File: src/sida_pkg.sv
package sida_pkg;

    localparam int VALUE_W     = 32;
    localparam int CHAR_W      = 8;
    localparam int DIGIT_W     = 4;
    localparam int MAX_DIGITS  = 10;
    localparam int DIGIT_CNT_W = 4;
    localparam int QUEUE_DEPTH = 2;

    localparam logic [CHAR_W-1:0] CHAR_ZERO  = 8'h30;
    localparam logic [CHAR_W-1:0] CHAR_NINE  = 8'h39;
    localparam logic [CHAR_W-1:0] CHAR_MINUS = 8'h2D;

    // floor(n / 10) == (n * RECIP_TEN) >> RECIP_SHIFT for every 32-bit n
    localparam logic [VALUE_W-1:0] RECIP_TEN   = 32'hCCCC_CCCD;
    localparam int                 RECIP_SHIFT = 35;

    typedef logic [MAX_DIGITS-1:0][DIGIT_W-1:0] digit_vec_t;

    // one converted value: digits[0] is the most significant digit
    typedef struct packed {
        logic                   neg;
        logic [DIGIT_CNT_W-1:0] cnt;
        digit_vec_t             digits;
    } sida_rec_t;

    typedef enum logic [1:0] {
        FRONT_IDLE,
        FRONT_DIV,
        FRONT_PUSH
    } front_state_t;

    typedef enum logic {
        BACK_IDLE,
        BACK_DIGITS
    } back_state_t;

    function automatic logic [CHAR_W-1:0] digit_char(input logic [DIGIT_W-1:0] d);
        return CHAR_ZERO + {{(CHAR_W-DIGIT_W){1'b0}}, d};
    endfunction

endpackage

File: src/sida_back.sv
module sida_back
    import sida_pkg::*;
(
    input  logic              aclk,
    input  logic              aresetn,
    input  logic              pop_valid,
    output logic              pop_ready,
    input  sida_rec_t         pop_rec,
    output logic              m_tvalid,
    input  logic              m_tready,
    output logic [CHAR_W-1:0] m_tdata,    // [7:0] character
    output logic              m_tlast     // last
);

    back_state_t            state_reg, state_next;
    digit_vec_t             digits_reg, digits_next;
    logic [DIGIT_CNT_W-1:0] cnt_reg, cnt_next;
    logic                   m_valid_reg, m_valid_next;
    logic [CHAR_W-1:0]      m_data_reg, m_data_next;
    logic                   m_last_reg, m_last_next;
    logic                   out_free;

    assign out_free = !m_valid_reg || m_tready;
    assign m_tvalid = m_valid_reg;
    assign m_tdata  = m_data_reg;
    assign m_tlast  = m_last_reg;

    always_ff @(posedge aclk) begin
        if (!aresetn) begin
            state_reg   <= BACK_IDLE;
            m_valid_reg <= 1'b0;
        end else begin
            state_reg   <= state_next;
            m_valid_reg <= m_valid_next;
        end
        digits_reg <= digits_next;
        cnt_reg    <= cnt_next;
        m_data_reg <= m_data_next;
        m_last_reg <= m_last_next;
    end

    always_comb begin
        state_next   = state_reg;
        digits_next  = digits_reg;
        cnt_next     = cnt_reg;
        m_valid_next = m_valid_reg && !m_tready;
        m_data_next  = m_data_reg;
        m_last_next  = m_last_reg;
        pop_ready    = 1'b0;
        case (state_reg)
            BACK_IDLE: begin
                pop_ready = out_free;
                if (pop_valid && out_free) begin
                    m_valid_next = 1'b1;
                    if (pop_rec.neg) begin
                        m_data_next = CHAR_MINUS;
                        m_last_next = 1'b0;
                        digits_next = pop_rec.digits;
                        cnt_next    = pop_rec.cnt;
                        state_next  = BACK_DIGITS;
                    end else begin
                        m_data_next = digit_char(pop_rec.digits[0]);
                        m_last_next = (pop_rec.cnt == DIGIT_CNT_W'(1));
                        digits_next = {{DIGIT_W{1'b0}}, pop_rec.digits[MAX_DIGITS-1:1]};
                        cnt_next    = pop_rec.cnt - DIGIT_CNT_W'(1);
                        state_next  = (pop_rec.cnt == DIGIT_CNT_W'(1)) ? BACK_IDLE
                                                                       : BACK_DIGITS;
                    end
                end
            end
            BACK_DIGITS: begin
                if (out_free) begin
                    m_valid_next = 1'b1;
                    m_data_next  = digit_char(digits_reg[0]);
                    m_last_next  = (cnt_reg == DIGIT_CNT_W'(1));
                    digits_next  = {{DIGIT_W{1'b0}}, digits_reg[MAX_DIGITS-1:1]};
                    cnt_next     = cnt_reg - DIGIT_CNT_W'(1);
                    if (cnt_reg == DIGIT_CNT_W'(1)) begin
                        state_next = BACK_IDLE;
                    end
                end
            end
            default: begin
                state_next = BACK_IDLE;
            end
        endcase
    end

`ifndef NO_ASSERTIONS
    a_char_set: assert property (@(posedge aclk) disable iff (!aresetn)
        m_tvalid |-> (m_tdata == CHAR_MINUS) || (m_tdata >= CHAR_ZERO && m_tdata <= CHAR_NINE))
        else $error("character outside sign and digit set");

    a_sign_not_last: assert property (@(posedge aclk) disable iff (!aresetn)
        (m_tvalid && m_tdata == CHAR_MINUS) |-> !m_tlast)
        else $error("minus sign flagged as last beat");

    a_run_unbroken: assert property (@(posedge aclk) disable iff (!aresetn)
        (m_tvalid && m_tready && !m_tlast) |=> m_tvalid)
        else $error("gap inside a run of characters");

    a_digits_state: assert property (@(posedge aclk) disable iff (!aresetn)
        (state_reg == BACK_DIGITS) |-> (cnt_reg != '0))
        else $error("digit state with no digits left");
`endif

endmodule

File: config.mk
export PLATFORM = sky130hd
export DESIGN_NAME = sida_back
export DESIGN_NICKNAME = d
export VERILOG_FILES = /design/src/sida_pkg.sv /design/src/sida_back.sv
export SDC_FILE = /design/constraint.sdc
export NUM_CORES = 1
export LEC_CHECK = 0
export BUFFER_PORTS_ARGS = -buffer_cell sky130_fd_sc_hd__clkbuf_2
export CELL_PAD_IN_SITES_DETAIL_PLACEMENT = 0
export CELL_PAD_IN_SITES_GLOBAL_PLACEMENT = 2
export CORE_MARGIN = 5
export CORE_UTILIZATION = 34
export DETAILED_ROUTE_END_ITERATION = 16
export PLACE_DENSITY = 0.88
export SLEW_MARGIN = 20
export SYNTH_ARGS = -nofsm -noshare
export SYNTH_HDL_FRONTEND = slang
export SYNTH_SLANG_ARGS = --single-unit
File: constraint.sdc
create_clock -name aclk -period 4.3 [get_ports aclk]
set_clock_uncertainty 0.1 [all_clocks]
set_input_delay 0.86 -clock aclk [delete_from_list [all_inputs] [get_ports aclk]]
set_output_delay 0.86 -clock aclk [all_outputs]
set_load 0.01 [all_outputs]
# After elaboration in Yosys (flattened, before gate mapping)

Index checks and enable logic that the tools add are counted.

Logic and storage cells: 56
Output and inout bits: 11
Bits in registers: 55

Equal/unequal tests: 4
Bitwise gates (word level): 1
Reduce and logical (&&, ||, !) cells: 6
Add/subtract/negate cells: 4
Multiplexer cells: 26

Operators with widths:

| kind                  | number |
|---|---|
| $mux W40              | 3 |
| $pmux W40 S2          | 1 |
| $mux W8               | 2 |
| $pmux W8 S2           | 1 |
| $add A6 B4 Y7 const A | 2 |
| $mux W4               | 3 |
| $mux W1               | 11 |
| $eq A4 B1 Y1 const B  | 2 |
| $pmux W4 S2           | 1 |
| $sub A4 B1 Y4 const B | 2 |
| $mux W7               | 1 |
| $pmux W1 S2           | 3 |
| $logic_and A1 B1 Y1   | 2 |
| $logic_not A1 Y1      | 2 |
| $ne A2 B1 Y1 const B  | 1 |
| $ne A2 B2 Y1 const B  | 1 |
| $reduce_and A2 Y1     | 1 |
| $logic_or A1 B1 Y1    | 1 |
| $not A1 Y1            | 1 |

# Longest topological paths before layout

Depth in word-level cells: 5
Mapped depth: 5
Gate-level depth less buffers: 5

# Worst setup path before layout

Ideal clock, no wire load.

Path type: in2reg
Start point: in m_tready
End point: reg cnt_reg[0] (enable)
Data arrival time: 3.012 ns
Required time: 3.742 ns
Buffers on the path: 0
Stages: 2
Setup time: 0.458 ns
Slack: 0.731 ns
Cell sequence: nor2b_1 -> nor2_1

Longest elaborated chain between the ends: 4
Elaborated cells on any way between the ends: 5
Classes of those cells: 2 x eq/ne; 3 x reduce/logical

Ends and longest elaborated chain:

| item                            | line            | text |
|---|---|---|
| start: declaration              | sida_back.sv:10 | `input logic m_tready,` |
| $logic_or A1 B1 Y1 (*)          | sida_back.sv:23 | `assign out_free = !m_valid_reg \|\| m_tready;` |
| $logic_and A1 B1 Y1             | sida_back.sv:53 | `if (pop_valid && out_free) begin` |
| $ne A2 B2 Y1 (no line)          | --              |  |
| $reduce_and A2 Y1 (no line) (*) | --              |  |
| end signal: assignment          | sida_back.sv:37 | `cnt_reg <= cnt_next;` |
| end: declaration                | sida_back.sv:17 | `logic [DIGIT_CNT_W-1:0] cnt_reg, cnt_next;` |

Every way passes the cells marked *; elsewhere a longest branch is shown, timed or not.
A chain may end at the register's enable or synchronous reset.

# Final worst setup path

Start point: reg state_reg
End point: out pop_ready

Longest elaborated chain between the ends: 1

Ends and longest elaborated chain:

| item                     | line            | text |
|---|---|---|
| start: declaration       | sida_back.sv:15 | `back_state_t state_reg, state_next;` |
| start signal: assignment | sida_back.sv:33 | `state_reg <= state_next;` |
| $mux W1                  | sida_back.sv:50 | `case (state_reg)` |
| end: declaration         | sida_back.sv:7  | `output logic pop_ready,` |

Every way passes these cells.

==> impl_metrics.yaml <==
timing:
  setup_tns_ns: 0
  setup_violations: 0
  finalHoldViolations: 0
  max_freq_mhz: 406.3
  setup_ws_ns: 1.839
  rsz0062_at_grt: "no"
  tightest_slew_ns: 0.8266
  fin_crit_ns: 2.461
  maxSlewViolCount: 0
  slew_headroom: 0.4476
  post-route-period-util: 0.5724
yosys:
  ys_warn_count: 0
  synth_seq_area_share: 0.5836
  yosysTopAreaCell: "edfxtp_1"
  synth_edf_count: 50
  synth_area_leaders: "edfxtp_1, mux2i_1, o21ai_0"
  synthDominantCellAreaShare: 0.5685
  synthTopCellsByCount: "edfxtp_1, o21ai_0, nand2_1, mux2i_1, nor2_1"
  yosysMostFrequentCell: "edfxtp_1"
  syn_avg_cell_area_sq_um: 11.29
  synth_cell_types: 29
  ys.flop_type: "edfxtp_1"
  synth_area_sq_um: 2641
  async_flop_share: 0
  synth_cells: 234
  synth_seq_cells: 52
clock_tree:
  cts_max_level: 2
  clkSinkCount: 52
  cts.clk_slew.worst_paths_ns: 0.09
  ctsResizeCount: 0
  clk_latency_ns: 0.30
  clock_path_buffers: 2
  numCtsBuffers: 5
  cts_tree: "built"
  post_cts_buffers: 0
  clock_tree.root_cell: "clkbuf_8"
  holdBufCountCts: 0
worst_hold_path:
  hold_class: "flop to flop"
place:
  post-place-ws_ns: 1.660
  portBuffers: 56
  dp_hpwl_microns: 3472
  gp_congestion: 0.7673
  dp_cells: 378
worst_setup_path:
  end_kind: "primary output"
  critical_path_class: "flop to primary output"
  critPathSlowestCell: "buf_4"
  crit_required_ns: 3.34
  cp_num_buf_inv: 2
  cpLargestDelayFamily: "buffers and inverters"
  startpoint_type: "flop"
  slowest_delay_ns: 0.60
  crit_chain: "buf_4, nor2_1, clkbuf_2"
  worst_ep_arrival_time_ns: 1.50
  cp_max_fo: 93
die:
  dieArea_sq_um: 9631
  core-area_sq_um: 7647
  die_height_microns: 98.14
  rows: 32
  die_w_microns: 98.14
  pin_count: 60
  start_util: 0.3454
cells_and_area:
  multi_input_area_sq_um: 1007
  largest_register_ff_count: 40
  antenna_cells: 0
  stdcell_count: 386
  seq_area_sq_um: 1543
  final_core_util: 0.4061
  syn_to_final_growth_pct: 17.57
  drive_gt1_frac: 0.2359
  nNetsFinal: 336
  fillCellCount: 770
outcome:
  outcome: "finished, final reports clean"
routing:
  wl_microns: 5110
  wire_per_inst_microns: 13.24
  antenna_left: 0
  via_per_inst: 4.614
  drc: 0
  dr.pass1.iters: 4
  via_count: 1781
  first_iter_violations: 73
grt:
  grt_pass1_wl_microns: 8604
  grt_overflow: 0
  grt_pass1_vias: 1822
  grt_start_max_net_pins: 94
  gr-usage-all-layers: 0.1097
  antenna_found_initial: 0
pwr:
  ir_drop_mv: 0.1661
  p_per_area_nw_per_um2: 373.3
  p_leak_nw: 1.279
flow_run:
  maxCapViolCount: 0
-- worst min-delay path: stages, from the launching register on --
cell,delay [ns]
edfxtp_1,0.33
nand2_1,0.05
o21ai_0,0.05
-- layout make-up --
class | count | share of cell area
sequential | 52 | 0.4968
clock buffer | 5 | 0.02216
clock inverter | 3 | 0.01209
timing repair buffer | 59 | 0.09750
multi-input combinational | 160 | 0.3243
inverter | 5 | 0.006044
tap | 102 | 0.04110
-- stage by stage --
| step | hold WS, ns | power [mW] | instance area [sq um] |
|---|---|---|---|
| final | 0.4326 | 1.159 | 3105 |
| after global routing | 0.4544 | 1.224 | 3105 |
| after CTS | 0.4350 | 1.177 | 3105 |
| after detailed placement | 0.4115 | 0.8463 | 2999 |
| after global placement | 0.4038 | 0.8399 | 2999 |
| after floorplan | 0.3963 | 0.7838 | 2645 |
-- per-layer routing --
| layer | global-route usage | wire (microns) |
|---|---|---|
| met1 | 0.1447 | 2420 |
| met2 | 0.1728 | 2312 |
| met3 | 0.03571 | 334 |
| met4 | 0.03361 | 42 |
| met5 | 0 | 0 |
-- cells in the final DEF (no fill, tap or decap), types with 2 or more instances in the layout --
master,synthesis,final
nor2_1,10,9
clkbuf_8,0,5
o21ai_0,41,41
clkinv_1,0,2
conb_1,2,3
ha_1,4,4
nand2_1,40,40
edfxtp_1,50,50
nor2b_1,3,3
a21oi_1,2,2
xnor2_1,4,4
and2_1,4,4
mux2i_1,37,37
buf_4,3,3
clkbuf_2,0,56
inv_1,5,5
-- kinds of logic after synthesis --
kind of cell | synth area share
compound gates | 0.09380
mux | 0.1402
simple gates | 0.1047
flops | 0.5836
other cells | 0.002843
buf+inv | 0.03931
xor+xnor | 0.01658
fa+ha+maj | 0.01895
-- report_power, final --
group          internal [mW]  switching (mW)
Sequential             0.638          0.0182
Combinational         0.0709           0.104
Clock                  0.170           0.159
Total                  0.879           0.281
-- final timing paths --
| kind | startpoint | endpoint | slack, ns | depth (start not counted) |
|---|---|---|---|---|
| hold reg to reg | digits_reg[19]$_DFFE_PP_ | digits_reg[15]$_DFFE_PP_ | 0.43 | 2 |
| setup reg to reg | m_tvalid$_SDFF_PN0_ | digits_reg[29]$_DFFE_PP_ | 2.30 | 3 |
| setup / recovery | state_reg$_SDFF_PN0_ | pop_ready | 1.84 | 3 |
| hold / removal | digits_reg[19]$_DFFE_PP_ | digits_reg[15]$_DFFE_PP_ | 0.43 | 2 |
No activity file was read; power rests on OpenSTA's default activity.
