File: src/sida_pkg.sv
package sida_pkg;

    localparam int VALUE_W     = 32;
    localparam int CHAR_W      = 8;
    localparam int DIGIT_W     = 4;
    localparam int MAX_DIGITS  = 10;
    localparam int DIGIT_CNT_W = 4;
    localparam int QUEUE_DEPTH = 2;

    localparam logic [CHAR_W-1:0] CHAR_ZERO  = 8'h30;
    localparam logic [CHAR_W-1:0] CHAR_NINE  = 8'h39;
    localparam logic [CHAR_W-1:0] CHAR_MINUS = 8'h2D;

    // floor(n / 10) == (n * RECIP_TEN) >> RECIP_SHIFT for every 32-bit n
    localparam logic [VALUE_W-1:0] RECIP_TEN   = 32'hCCCC_CCCD;
    localparam int                 RECIP_SHIFT = 35;

    typedef logic [MAX_DIGITS-1:0][DIGIT_W-1:0] digit_vec_t;

    // one converted value: digits[0] is the most significant digit
    typedef struct packed {
        logic                   neg;
        logic [DIGIT_CNT_W-1:0] cnt;
        digit_vec_t             digits;
    } sida_rec_t;

    typedef enum logic [1:0] {
        FRONT_IDLE,
        FRONT_DIV,
        FRONT_PUSH
    } front_state_t;

    typedef enum logic {
        BACK_IDLE,
        BACK_DIGITS
    } back_state_t;

    function automatic logic [CHAR_W-1:0] digit_char(input logic [DIGIT_W-1:0] d);
        return CHAR_ZERO + {{(CHAR_W-DIGIT_W){1'b0}}, d};
    endfunction

endpackage

File: src/sida_queue.sv
module sida_queue
    import sida_pkg::*;
#(
    parameter int DEPTH = QUEUE_DEPTH
) (
    input  logic      aclk,
    input  logic      aresetn,
    input  logic      push_valid,
    output logic      push_ready,
    input  sida_rec_t push_rec,
    output logic      pop_valid,
    input  logic      pop_ready,
    output sida_rec_t pop_rec
);

    localparam int PTR_W = $clog2(DEPTH);
    localparam int CNT_W = $clog2(DEPTH + 1);

    sida_rec_t        entry_reg [DEPTH];
    logic [PTR_W-1:0] wr_ptr_reg, wr_ptr_next;
    logic [PTR_W-1:0] rd_ptr_reg, rd_ptr_next;
    logic [CNT_W-1:0] count_reg, count_next;
    logic             do_push;
    logic             do_pop;

    assign push_ready = (count_reg != CNT_W'(DEPTH));
    assign pop_valid  = (count_reg != '0);
    assign pop_rec    = entry_reg[rd_ptr_reg];
    assign do_push    = push_valid && push_ready;
    assign do_pop     = pop_valid && pop_ready;

    always_comb begin
        wr_ptr_next = wr_ptr_reg;
        rd_ptr_next = rd_ptr_reg;
        count_next  = count_reg;
        if (do_push) begin
            wr_ptr_next = (wr_ptr_reg == PTR_W'(DEPTH - 1)) ? '0 : wr_ptr_reg + PTR_W'(1);
        end
        if (do_pop) begin
            rd_ptr_next = (rd_ptr_reg == PTR_W'(DEPTH - 1)) ? '0 : rd_ptr_reg + PTR_W'(1);
        end
        if (do_push && !do_pop) begin
            count_next = count_reg + CNT_W'(1);
        end else if (do_pop && !do_push) begin
            count_next = count_reg - CNT_W'(1);
        end
    end

    always_ff @(posedge aclk) begin
        if (!aresetn) begin
            wr_ptr_reg <= '0;
            rd_ptr_reg <= '0;
            count_reg  <= '0;
        end else begin
            wr_ptr_reg <= wr_ptr_next;
            rd_ptr_reg <= rd_ptr_next;
            count_reg  <= count_next;
        end
        if (do_push) begin
            entry_reg[wr_ptr_reg] <= push_rec;
        end
    end

endmodule

File: config.mk
export PLATFORM = sky130hd
export DESIGN_NAME = sida_queue
export DESIGN_NICKNAME = d
export VERILOG_FILES = /design/src/sida_pkg.sv /design/src/sida_queue.sv
export SDC_FILE = /design/constraint.sdc
export NUM_CORES = 1
export LEC_CHECK = 0
export ABC_AREA = 1
export BUFFER_PORTS_ARGS = -buffer_cell sky130_fd_sc_hd__buf_2
export CELL_PAD_IN_SITES_DETAIL_PLACEMENT = 0
export CELL_PAD_IN_SITES_GLOBAL_PLACEMENT = 1
export CORE_ASPECT_RATIO = 1.4
export CORE_MARGIN = 2
export CORE_UTILIZATION = 30
export DETAILED_ROUTE_END_ITERATION = 10
export PLACE_DENSITY_LB_ADDON = 0.2
export SETUP_SLACK_MARGIN = 0.02
export SLEW_MARGIN = 20
export SYNTH_ARGS = -nofsm -noshare
export SYNTH_HDL_FRONTEND = slang
export SYNTH_SLANG_ARGS = --single-unit
File: constraint.sdc
create_clock -name aclk -period 5.8 [get_ports aclk]
set_input_delay 0.87 -clock aclk [delete_from_list [all_inputs] [get_ports aclk]]
set_output_delay 0.87 -clock aclk [all_outputs]
set_load 0.01 [all_outputs]
# After elaboration in Yosys (flattened, before gate mapping)

Memories as Yosys holds them, arrays and structs flattened. A register that Yosys moved wholly into a read port is not among the register bits.
Cells that the tools add are included.

Add/subtract/negate cells: 4
Eq/ne operators: 1
Multiplexer cells: 8
Reduce and logical (&&, ||, !) cells: 8

Operators with widths:

| cell                  | count |
|---|---|
| $mux W1               | 6 |
| $logic_and A1 B1 Y1   | 4 |
| $mux W2               | 2 |
| $reduce_bool A2 Y1    | 2 |
| $add A1 B1 Y1 const B | 2 |
| $add A2 B1 Y2 const B | 1 |
| $logic_not A1 Y1      | 2 |
| $ne A2 B2 Y1 const B  | 1 |
| $sub A2 B1 Y2 const B | 1 |

Register bits after elaboration: 4
Memory bits (writable): 90
Bits of input ports: 49
Output and inout port bits: 47
Word-level logic and storage cells: 25
Memories kept: 1

Memory list:

| memory    | depth | bits a word | rd ports | clocked after Yosys merged registers in | write ports | RTL line         | source |
|---|---|---|---|---|---|---|---|
| entry_reg | 2     | 45          | 1        | 1                                       | 1           | sida_queue.sv:19 | `sida_rec_t entry_reg [DEPTH];` |

# Depth between registers and ports, before layout

Gate-level depths: netlist (run 1).

Depth in word-level cells: 6
Mapped depth: 11

# Worst setup path after synthesis (run 1)

OpenSTA, ideal clock, no wires.

Path type: input to register
From: input push_valid
To: memory entry_reg[0][0] (netlist name), enable pin
Arrival: 2.853 ns
Data required time: 5.353 ns
Slack: 2.499 ns
Stages: 2
Buffers on the path: 0
Cell sequence: nand2_1 > nor2_1

Longest elaborated chain between the ends: 3

Ends and longest elaborated chain:

| item                          | RTL line         | source |
|---|---|---|
| start: declaration            | sida_queue.sv:8  | `input logic push_valid,` |
| $logic_and A1 B1 Y1           | sida_queue.sv:29 | `assign do_push = push_valid && push_ready;` |
| $mux W1                       | sida_queue.sv:59 | `if (do_push) begin` |
| $mux W1 (implied by the code) | sida_queue.sv:60 | `entry_reg[wr_ptr_reg] <= push_rec;` |
| end: declaration              | sida_queue.sv:19 |  |

No other way between the ends.

==> flow_metrics.tcl, run 1 <==
set metrics [dict create \
    status "completed" \
    grt_pass1_vias 1966 \
    grt_setup_unrepaired "false" \
    clock-root-buffer "clkbuf_16" \
    dieArea_sq_mm 0.0132 \
    slowest_delay_ns 0.60 \
    place.port_buffers 95 \
    ys_seq_elements 95 \
    cts.sinks 95 \
    num_rows 47 \
    drv_cap 0 \
    worst_slew_pin_slew_ns 0.656 \
    post_synth_num_cell_types 15 \
    dr_total_vias 1841 \
    worst-path-buf-inv 2 \
    holdBufCountCts 0 \
    hold_end "rd_ptr_reg" \
    clk_latency_ns 0.34 \
    ff2ff_setup_slack_ns 3.77 \
    antenna_cells 0 \
    crit_arrival_ns 2.09 \
    r2r_cells 5 \
    place_ws_ns 3.14 \
    largest_reg_flops 90 \
    cp.required_ns 4.93 \
    timing.final.crit_share 0.511 \
    cts_buffer_depth 2 \
    synthCells 177 \
    grt_start_max_net_pins 46 \
    r2r-start "count_reg[0]" \
    h-tree-depth 3 \
    place_congestion 0.699 \
    power.leakage_uw 0.00181 \
    finalSetupViolCount 0 \
    layout_setup_ws_ns 2.84 \
    synth_area_per_cell_sq_um 20.9 \
    viasPerCell 4.25 \
    peakVddDrop_mv 0.176 \
    finalNetCount 331 \
    ys_seq_area_frac 0.759 \
    regArea_sq_mm 0.00280 \
    postCtsSetupBuffers 0 \
    routed_wl_um 6480 \
    initial_core_util 0.309 \
    die_h_um 135 \
    crit_type "register to output port" \
    finalHoldViolations 0 \
    track_usage 0.102 \
    drt_iter0_markers 64 \
    drv_slew 0 \
    syn_nets 227 \
    detailed_place_hpwl_um 4210 \
    ioPinCount 96 \
    die_width_um 97.7 \
    avgRoutedWirePerCell_um 15.0 \
    fmax_mhz 337 \
    syn2layout_area_growth_pct 24.9 \
    crit_family "buffers and inverters" \
    timing.hold.ws_ns 0.512 \
    cts_tree "done" \
    holdCritStartpoint "rd_ptr_reg" \
    cp_slowest_cell "dfxtp_2" \
    cp-start-kind "register" \
    fin_crit_ns 2.96 \
    antenna_found_initial 0 \
    drtAntennaViolNets 0 \
    crit_chain "buf_4 > mux2_2 > buf_2" \
    cts_buffers 9 \
    core-area_sq_mm 0.0119 \
    fillCellCount 1140 \
    layout-drive-gt1-share 0.559 \
    grt_pass1_wl_um 9960 \
    r2r_end "entry_reg[1][2]" \
    cts_resized 0 \
    crit_fanout 33 \
    endpoint_kind "output port" \
    finalSetupTns_ns 0 \
    grt_overflow 0 \
    fin_worst_skew_ns 0.00569 \
    first_pass_iters 4 \
    p_per_area_mw_per_mm2 433 \
    path_clk_slew_ns 0.06 \
    multi_input_area_sq_um 782 \
    drc 0 \
    min_path_type "register to register" \
    slew_headroom 0.563 \
    ys_warn_count 0 \
    synth_area_sq_mm 0.00369 \
    min_delay_path_depth 2 \
]
-- Yosys cell counts --
cell type / n / area share
edfxtp_1: 90 / 0.73
nand3_1: 1 / 0.0014
mux2_2: 5 / 0.015
ha_1: 1 / 0.0034
o21ai_0: 2 / 0.0027
inv_1: 8 / 0.0081
a21oi_1: 1 / 0.0014
dfxtp_1: 5 / 0.027
o21a_1: 1 / 0.0020
nand2_1: 9 / 0.0092
buf_12: 4 / 0.022
nor2_1: 8 / 0.0081
nand4_1: 1 / 0.0017
buf_6: 1 / 0.0031
mux2_4: 40 / 0.16
-- worst register-to-register path, cell delays in order, from the launching register on --
cell and delay, ns:
dfxtp_1 0.35, inv_1 0.10, nand2_1 0.08, nand2_1 0.15, nor2_4 0.50, buf_4 0.49
-- metrics by stage --
step                instances  area (sq um)  power [uW]   util
CTS                       433          4610        2040  0.386
detailed placement        417          4300        1420  0.360
floorplan                 177          3690        1270      -
finish                    433          4610        2000  0.386
global route              433          4610        2110  0.386
global placement          417          4300        1410  0.360
-- cell families after synthesis --
family | count (synthesis) | synth area share
AOI/OAI and AO/OA | 4 | 0.00610
buffers and inverters | 13 | 0.0329
adders and majority gates | 1 | 0.00339
DFF | 95 | 0.759
and+or+nand+nor | 19 | 0.0203
muxes | 45 | 0.178
-- metal layers --
metal,GRT usage,share of wire,vias to the layer above
li1,-,-,877
met1,0.104,0.37,904
met2,0.177,0.55,52
met3,0.0413,0.066,8
met4,0.0556,0.016,0
met5,0,0,-
-- area by class of cell --
cell class              instances  share of cell area
inverters                       8             0.00651
clock buffers                   9              0.0488
clock inverters                 7              0.0190
flip-flops and latches         95               0.608
multi-input cells              69               0.170
repair buffers                 98               0.108
well taps                     147              0.0399
-- where the power goes --
part	internal (uW)	switching, uW
logic	238	242
registers	869	39.4
clock network	373	235
total	1480	517
-- layout by cell type, fill, tap and decap left out --
master       n
buf_4        3
ha_1         1
buf_2       95
inv_1        8
dfxtp_1      4
a21oi_1      1
mux2_2       5
nand2_1      9
clkinvlp_4   2
bufinv_16    2
nor2_1       6
nand3_1      1
mux2_4      40
o21a_1       1
dfxtp_2      1
clkbuf_16    9
nand4_1      1
clkinv_1     2
edfxtp_1    90
o21ai_0      2
nor2_4       2
clkinv_2     1
-- worst max-delay path by stage --
stage	startpoint	to	depth (start not counted)
after floorplan	push_valid	entry_reg[0][0]	2
after global placement	register	pop_rec[30]	3
after detailed placement	register	pop_rec[31]	3
after CTS	register	pop_rec[31]	3
after global routing	register	pop_rec[31]	3
final	register	pop_rec[29]	3
Power figures use the tool's default switching activity.
==> run 2, diff against run 1 <==
- ABC_AREA: 1 -> 0
- clock period: 5.8 -> 2.6 ns (I/O delays scaled with it)
==> run 2 against run 1 <==
Compared with the run above:
- synthesized cell count shrank 7.3%
- wire length shrank 2.1%
- cell area shrank 3.5%
- clock power grew 110%
- clock skew is essentially flat
- worst hold slack lost 0.27 ns
- flip-flop and latch count is the same
- clock-buffer cell count is the same
- sequential share of layout area grew 2.2 points
- final cell count shrank 3.2%
- sequential power grew 120%
- area after synthesis shrank 5.8%
- critical endpoint is now pop_rec[1]
==> flow_metrics.tcl, run 2 <==
set metrics [dict create \
    cts.sinks 95 \
    synthTopCellsByArea "edfxtp_1 (78%), mux2_2 (15%), dfxtp_1 (2.9%)" \
    grt_pass1_vias 1859 \
    crit_chain "buf_4 > mux2_2 > buf_2" \
    slowest_delay_ns 0.39 \
    place.port_buffers 95 \
    ys_warn_count 0 \
    timing.final.crit_share 0.739 \
    first_pass_iters 4 \
    finalSetupViolCount 0 \
    hold_end "entry_reg[0][36]" \
    finalNetCount 320 \
    ys_seq_elements 95 \
    viasPerCell 4.26 \
    worst_slew_pin_slew_ns 0.526 \
    finalPower_uw 4270 \
    endpoint_kind "output port" \
    clock-root-buffer "clkbuf_16" \
    min_delay_path_depth 1 \
    synth_common_cells "edfxtp_1 (90), mux2_2 (45), buf_2 (5), dfxtp_1 (5), and2_1 (4)" \
    cts_buffers 9 \
    cp-start-kind "register" \
    crit_arrival_ns 1.53 \
    layout-drive-gt1-share 0.606 \
    synth_ff_type "edfxtp_1" \
    synth_adder_area_share 0.00360 \
    final_cell_mix "buf_2 (95), edfxtp_1 (90), mux2_2 (45), clkbuf_16 (9)" \
    synth-simple-area-share 0.0187 \
    fmax_mhz 520 \
    cp.required_ns 2.21 \
    design_area_sq_mm 0.00445 \
    dr_total_vias 1787 \
    grt_overflow 0 \
    clk_latency_ns 0.34 \
    drt_iter0_markers 47 \
    holdCritStartpoint "push_rec[36]" \
    synth_compound_area_frac 0.0101 \
    fin_worst_skew_ns 0.00590 \
    syn2layout_area_growth_pct 28.0 \
    synthCells 164 \
    finalSetupTns_ns 0 \
    ys_seq_area_frac 0.806 \
    crit_type "register to output port" \
    crit_fanout 26 \
    h-tree-depth 3 \
    yosysTopAreaCell "edfxtp_1" \
    r2r_cells 3 \
    avgRoutedWirePerCell_um 15.1 \
    finalHoldViolations 0 \
    path_clk_slew_ns 0.06 \
    grt_start_max_net_pins 27 \
    synth_edf_count 90 \
    r2r_end "entry_reg[1][21]" \
    ff2ff_setup_slack_ns 0.90 \
    synth_xor_area_frac 0.00756 \
    min_path_type "input port to register" \
    synthMuxAreaShare 0.146 \
    routed_wl_um 6340 \
    drv_slew 0 \
    timing.hold.ws_ns 0.237 \
    final_common_cell "buf_2" \
    drtAntennaViolNets 0 \
    post_synth_num_cell_types 19 \
    drc 0 \
    track_usage 0.107 \
    detailed_place.area_sq_mm 0.00416 \
    r2r-start "count_reg[0]" \
    cp_slowest_cell "mux2_2" \
    peakVddDrop_mv 0.366 \
    die_h_um 131 \
    p_per_area_mw_per_mm2 960 \
    grt_setup_unrepaired "false" \
    die_width_um 95.0 \
    slew_headroom 0.649 \
    detailed_place_hpwl_um 4360 \
    core-area_sq_mm 0.0113 \
    postCtsSetupBuffers 0 \
    async_flop_share 0 \
    synth_top_area_share 0.777 \
    antenna_found_initial 1 \
    largest_reg_flops 90 \
    place_congestion 0.724 \
    num_rows 46 \
    cts_tree "done" \
    syn_nets 214 \
    cts_resized 0 \
    synth_area_sq_mm 0.00348 \
    ioPinCount 96 \
    fin_crit_ns 1.92 \
    grt_pass1_wl_um 9670 \
    yosysMostFrequentCell "edfxtp_1" \
    synth_top_family_by_area "multiplexers" \
    status "completed" \
    cts_buffer_depth 2 \
    holdBufCountCts 0 \
    power.leakage_uw 0.00164 \
    drv_cap 0 \
    dieArea_sq_mm 0.0125 \
    synth_area_per_cell_sq_um 21.2 \
    initial_core_util 0.307 \
]
## run 2: cells by family after synthesis
group                      Yosys count
DFF                                 95
muxes                               45
and+or+nand+nor                      9
buffers and inverters                6
AOI/OAI and AO/OA                    5
xor gates and xnor gates             3
adders and majority gates            1
## run 2: area by class of cell
class                      count  area, sq um
timing repair buffer         100          526
fill                        1066         6890
inverter                       1         3.75
clock buffer                   9          225
tap                          144          180
clock inverter                 6         62.6
multi-input combinational     63          647
antenna                        1         2.50
sequential                    95         2800
## run 2: where the power goes
| part | internal, uW | total [uW] | leakage (uW) | switching [uW] |
|---|---|---|---|---|
| clock | 735 | 1260 | 0.000133 | 521 |
| sequential | 1910 | 1970 | 0.000882 | 55.2 |
| combinational | 509 | 1050 | 0.000629 | 541 |
| total | 3160 | 4270 | 0.00164 | 1120 |
## run 2: worst max-delay path: cells and delay by family, from the launching register on
kind / cells / cell delay [ns]
buffers and inverters: 2 / 0.47
muxes: 1 / 0.39
DFF: 1 / 0.32
## run 2: metrics by stage
stage / setup slack [ns] / util / std cells
3_5_place_dp: 0.858 / 0.367 / 403
3_3_place_gp: 0.874 / 0.367 / 403
6_report: 0.678 / 0.393 / 419
5_1_grt: 0.610 / 0.392 / 418
4_1_cts: 0.640 / 0.392 / 418
2_1_floorplan: 0.492 / - / 164
## run 2: metal layers
layer  routed length (um)  up-vias  GRT usage  part of all wire
li1                     -      853          -                 -
met1                 2310      865      0.107              0.36
met2                 3500       55      0.190              0.55
met3                  342       14     0.0269             0.054
met4                  190        0     0.0725             0.030
met5                    0        -          0                 0
## run 2: how the worst max path moves through the flow
stage	end	cells after the start	slack [ns]
2_1_floorplan	entry_reg[1][0]	2	0.49
3_3_place_gp	entry_reg[1][22]	3	0.87
3_5_place_dp	entry_reg[1][6]	3	0.86
4_1_cts	pop_rec[0]	3	0.64
5_1_grt	pop_rec[1]	3	0.61
6_report	pop_rec[1]	3	0.68
